### config.mk
export PLATFORM = sky130hd
export DESIGN_NAME = ppg_isqrt
export DESIGN_NICKNAME = d
export VERILOG_FILES = /design/src/hdl/ppg_isqrt.sv
export SDC_FILE = /design/constraint.sdc
export NUM_CORES = 2
export LEC_CHECK = 0
export BUFFER_PORTS_ARGS = -buffer_cell sky130_fd_sc_hd__buf_2
export CAP_MARGIN = 10
export CORE_ASPECT_RATIO = 2
export CORE_MARGIN = 10
export CORE_UTILIZATION = 62
export CTS_CLUSTER_SIZE = 8
export DETAILED_ROUTE_END_ITERATION = 16
export PLACE_DENSITY = 0.8
export SYNTH_ARGS = -nofsm -noshare
export SYNTH_HDL_FRONTEND = slang
export SYNTH_SLANG_ARGS = --single-unit
### constraint.sdc
create_clock -name clk -period 3.3 [get_ports clk]
set_clock_uncertainty 0.15 [all_clocks]
set_input_delay 0.66 -clock clk [delete_from_list [all_inputs] [get_ports clk]]
set_output_delay 0.66 -clock clk [all_outputs]
set_load 0.01 [all_outputs]
### src/hdl/ppg_isqrt.sv
module ppg_isqrt #(
  parameter int R_W = 23
) (
  input  logic               clk,
  input  logic [2*R_W-1:0]   radicand,
  output logic [R_W-1:0]     root
);

  localparam int REM_W = R_W + 3;

  logic [2*R_W-1:0] rad_r  [R_W];
  logic [REM_W-1:0] rem_r  [R_W];
  logic [R_W-1:0]   root_r [R_W];

  // one result bit per stage, two radicand bits consumed per stage
  for (genvar gi = 0; gi < R_W; gi++) begin : g_stage
    logic [2*R_W-1:0] rad_in;
    logic [REM_W-1:0] rem_in;
    logic [R_W-1:0]   root_in;
    logic [REM_W-1:0] rem_sh;
    logic [REM_W-1:0] trial;
    logic [REM_W-1:0] rem_nxt;
    logic [R_W-1:0]   root_nxt;

    if (gi == 0) begin : g_first
      assign rad_in  = radicand;
      assign rem_in  = '0;
      assign root_in = '0;
    end else begin : g_next
      assign rad_in  = rad_r[gi-1];
      assign rem_in  = rem_r[gi-1];
      assign root_in = root_r[gi-1];
    end

    always_comb begin
      rem_sh = {rem_in[REM_W-3:0], rad_in[2*R_W-1 -: 2]};
      trial  = REM_W'({root_in, 2'b01});
      if (rem_sh >= trial) begin
        rem_nxt  = rem_sh - trial;
        root_nxt = {root_in[R_W-2:0], 1'b1};
      end else begin
        rem_nxt  = rem_sh;
        root_nxt = {root_in[R_W-2:0], 1'b0};
      end
    end

    always_ff @(posedge clk) begin
      rad_r[gi]  <= rad_in << 2;
      rem_r[gi]  <= rem_nxt;
      root_r[gi] <= root_nxt;
    end
  end

  assign root = root_r[R_W-1];

endmodule

# Word level (Yosys, flattened, before mapping)
# Memory sizes are Yosys's and may differ from the RTL's.
# Index checks and enable logic that the tools add are counted.
[classes] shifts=0 n_div=0 n_mux=46 add_sub_neg=23 order_cmp=23 mul=0 n_bitwise=0 eq_ne=0 n_reduce_logical=0
[ops] operator="26-bit two-way mux" count=23
[ops] operator="26-bit by 25-bit >= comparator with 1-bit output" count=22
[ops] operator="26-bit by 25-bit subtractor with 26-bit output" count=22
[ops] operator="1-bit two-way mux" count=23
[ops] operator="2-bit by 1-bit subtractor with 3-bit output, second input constant" count=1
[ops] operator="2-bit by 1-bit >= comparator with 1-bit output, second input constant" count=1
[totals] input_bits=47 rom_bits=0 register_bits=0 memories=3 ram_bits=2139 latch_bits=0 output_inout_bits=23 wordCells=95
[memory_table] memory="rad_r" depth=23 word_bits=44 rd=22 rd_ports_with_merged_regs=0 write_ports=23 line="11" source="logic [2*R_W-1:0] rad_r [R_W];"
[memory_table] memory="rem_r" depth=23 word_bits=26 rd=22 rd_ports_with_merged_regs=0 write_ports=23 line="12" source="logic [REM_W-1:0] rem_r [R_W];"
[memory_table] memory="root_r" depth=23 word_bits=23 rd=23 rd_ports_with_merged_regs=0 write_ports=23 line="13" source="logic [R_W-1:0] root_r [R_W];"

# Depth between registers and ports, before layout
# An unclocked memory read counts as a cell.
[depth] ltp_word=3 ltp_mapped=14 ltp_nobuf=12

# Worst setup path before layout
# No wires, ideal clock.
[synth_timing] kind="reg2reg" startpoint="memory root_r[17][0] (netlist: root_r[2][23])" endpoint="memory rem_r[9][4] (netlist name)" slack_ps=332 n_path_buf=1 t_arrival_ps=2697 stages_incl_launch_ff=12 path_cell_list="dfxtp_1 -> inv_1 -> ha_1 -> nor2b_1 -> o31a_1 -> o31a_1 -> o31ai_1 -> o21ai_1 -> nor2_1 -> o21a_1 -> clkbuf_1 -> mux2_2"
[synth_rtl] item="start: declaration" line="13"
[synth_rtl] item="end: declaration" line="12"

==> run_results.csv <==
group,metric,value,unit
outcome,outcome,"finished, final reports clean",
final_layout,finalNonFillerCells,5740,
pwr,seqPwrFrac,46.2,%
synth,yosysWarnings,0,
floorplanning,placement_rows,141,
cts,htreeDepth,4,
sta,period_share,98.61,%
sta,tightest_slew,0.9618,ns
sta,finalHoldViolCount,0,
global_route,grt_max_degree,40,
pwr,vdd_drop_max,0.7904,mV
synth,yosys.area.top_type,"dfxtp_1",
final_layout,drive_gt1_share,10.36,%
floorplanning,die-area,85910,um^2
pwr,p_int,30.96,mW
routing,drt-initial-drc-count,1581,
cts,cts_tree,"done",
sta,hold-worst-slack,0.1617,ns
global_route,grt_overflow_total,0,
floorplanning,die_w,212.3,um
sta,drv_slew,0,
critical_path,required,3.79,ns
cts,cts.sinks,1280,
routing,ant_nets,0,
floorplanning,core-area,73570,um^2
global_route,grt_pass1_vias,35240,
routing,first_pass_iters,6,
final_layout,final_cell_mix,"1279 x dfxtp_1, 365 x inv_1, 327 x nand2_1",
cts,clk_latency,0.76,ns
pwr,power_density,806.0,nW/um^2
critical_path,arrival,3.74,ns
synth,synthTopCellsByArea,"dfxtp_1 56%, ha_1 8.2%, xnor2_1 3.8%",
synth,syn-cell-area,45860,um^2
synth,post_synth.cell_area_avg,10.32,um^2
floorplanning,die_y,404.6,um
cts,clkTransAtPathRegs,0.05,ns
synth,synth_nets,4789,
critical_path,crit_fanout,6,
pwr,clock_power_share,36.6,%
hold_path,hold_path.class,"flop to flop",
synth,ys_types,89,
floorplanning,pin_count,70,
placed_design,place_area,48080,um^2
global_route,grtUsageTotal,25.81,%
cts,cts_root_buffer,"clkbuf_16",
placed_design,port_buffers,69,
synth,async_reset_ff_share,0,%
synth,synth-edff-count,0,
routing,drc,0,
routing,wirelength,111.6,mm
floorplanning,start_util,62.34,%
pwr,leakagePower,25.42,nW
flow_run,cap_violations,0,
sta,maxSlewHeadroom,35.39,%
synth,ys_seq_area_share,55.88,%
critical_path,cp-start-kind,"flop",
sta,setup_viol,0,
placed_design,place_hpwl,79.25,mm
routing,wire_per_inst,19.45,um
sta,finalCriticalPeriod,3.254,ns
global_route,grt_pass1_wl,172.8,mm
critical_path,crit_type,"flop to flop",
synth,synth_flop_cell,"dfxtp_1",
final_layout,fin_nets,5143,
sta,fmax,307.3,MHz
placed_design,dp_cells,5496,
final_layout,stdcell_area,53570,um^2
final_layout,final_common_cell,"dfxtp_1",
pwr,swShare,28.30,%
global_route,antenna_found_initial,5,
pwr,power_frac_comb,17.1,%
synth,ys_ff_latch,1280,
final_layout,area_growth,16.81,%
routing,dr_total_vias,32800,
synth,synthCells,4442,
critical_path,cp-end-kind,"flop",
routing,avgViaCountPerCell,5.713,
cts,cts_buffers,177,
synth,synth_top_area_share,55.88,%
pwr,p_sw,12.22,mW
cts,cts_buffer_depth,3,
placed_design,globalplace.congestion,0.9825,
## per-layer routing
metal / global-route usage, % / vias to the layer above / wire (um)
met4: 26.02 / 2 / 11780
met5: 0 / - / 15
met1: 17.40 / 15520 / 30920
li1: - / 15770 / -
met2: 52.94 / 945 / 65010
met3: 5.022 / 565 / 3896
## cell type report
cell class              instances  area, um^2
repair buffers                240        1797
flip-flops and latches       1280       25630
fillers                      5025       20000
diodes                          3       7.507
clock inverters                13       315.3
multi-input cells            2729       18820
clock buffers                 178        4454
well taps                     929        1162
inverters                     368        1384
## kinds of logic after synthesis
group           Yosys count  share of synthesized area (%)
fa+ha+maj               300                          8.185
simple gates           1135                          12.28
compound gates          871                          11.83
other cells               1                       0.008177
flops                  1280                          55.88
buf+inv                 433                          3.579
xor+xnor                386                          7.372
mux                      36                         0.8731
## sequential cells by signal (all words and copies together) (netlist names)
name and cells:
rad_r 506, rem_r 498, root_r 276
## Yosys cell counts, types with 32 or more instances
cell	count
o21a_1	74
dfxtp_1	1280
or4_1	33
nand4_1	41
a21oi_1	222
nand2b_1	69
xor2_1	188
nor3_1	89
nor4_1	49
clkbuf_1	53
or3_1	39
nor2_1	275
nand3_1	50
nor2b_1	45
ha_1	300
nand2_1	327
xnor2_1	198
o21ai_0	265
mux2_2	32
inv_1	365
a21o_1	89
## worst max-delay path, cell delays in order (launching register included)
cell,delay [ns]
dfxtp_1,0.57
inv_1,0.08
ha_1,0.30
nand2_1,0.11
nor2_1,0.29
nand3_1,0.22
nor3_1,0.31
buf_4,0.19
nor3_1,0.05
and3_1,0.27
nor4_1,0.41
xor2_1,0.20
## stage by stage
| stage | total power, mW | worst slack (ns) | util, % | TNS, ns |
|---|---|---|---|---|
| 6_report | 43.17 | 0.04603 | 72.81 | 0 |
| 5_1_grt | 45.00 | -0.03237 | 72.81 | -0.07803 |
| 4_1_cts | 43.14 | 0.003869 | 72.50 | 0 |
| 3_5_place_dp | 27.20 | -0.1405 | 65.35 | -0.7745 |
| 3_3_place_gp | 26.94 | -0.1328 | 65.35 | -0.5551 |
| 2_1_floorplan | 24.77 | 0.3323 | - | 0 |
## power by group through the flow
stage	Clock, mW	Combinational [mW]	Sequential, mW
after floorplan	0	5.25	19.5
after global placement	0	6.87	20.1
after detailed placement	0	7.07	20.1
after CTS	16.0	7.23	19.9
after global routing	16.7	8.12	20.2
final	15.8	7.39	20.0
## repair_timing
item,CTS,global route
setup endpoints to repair,19,87
pin swaps,0,3
buffers inserted,0,3
hold buffers,47,0
hold endpoints to repair,47,0
gates resized for setup,5,48
## worst paths after layout
path	startpoint	end	slack, ns	cells past startpoint
worst max-delay path	root_r[1][172]	rem_r[8][19]	0.05	11
worst min-delay path	rad_r[6][84]	rad_r[7][42]	0.16	0
worst max register to register	root_r[1][172]	rem_r[8][19]	0.05	11
worst min register to register	rad_r[6][84]	rad_r[7][42]	0.16	0
No activity file was read; power rests on OpenSTA's default activity.
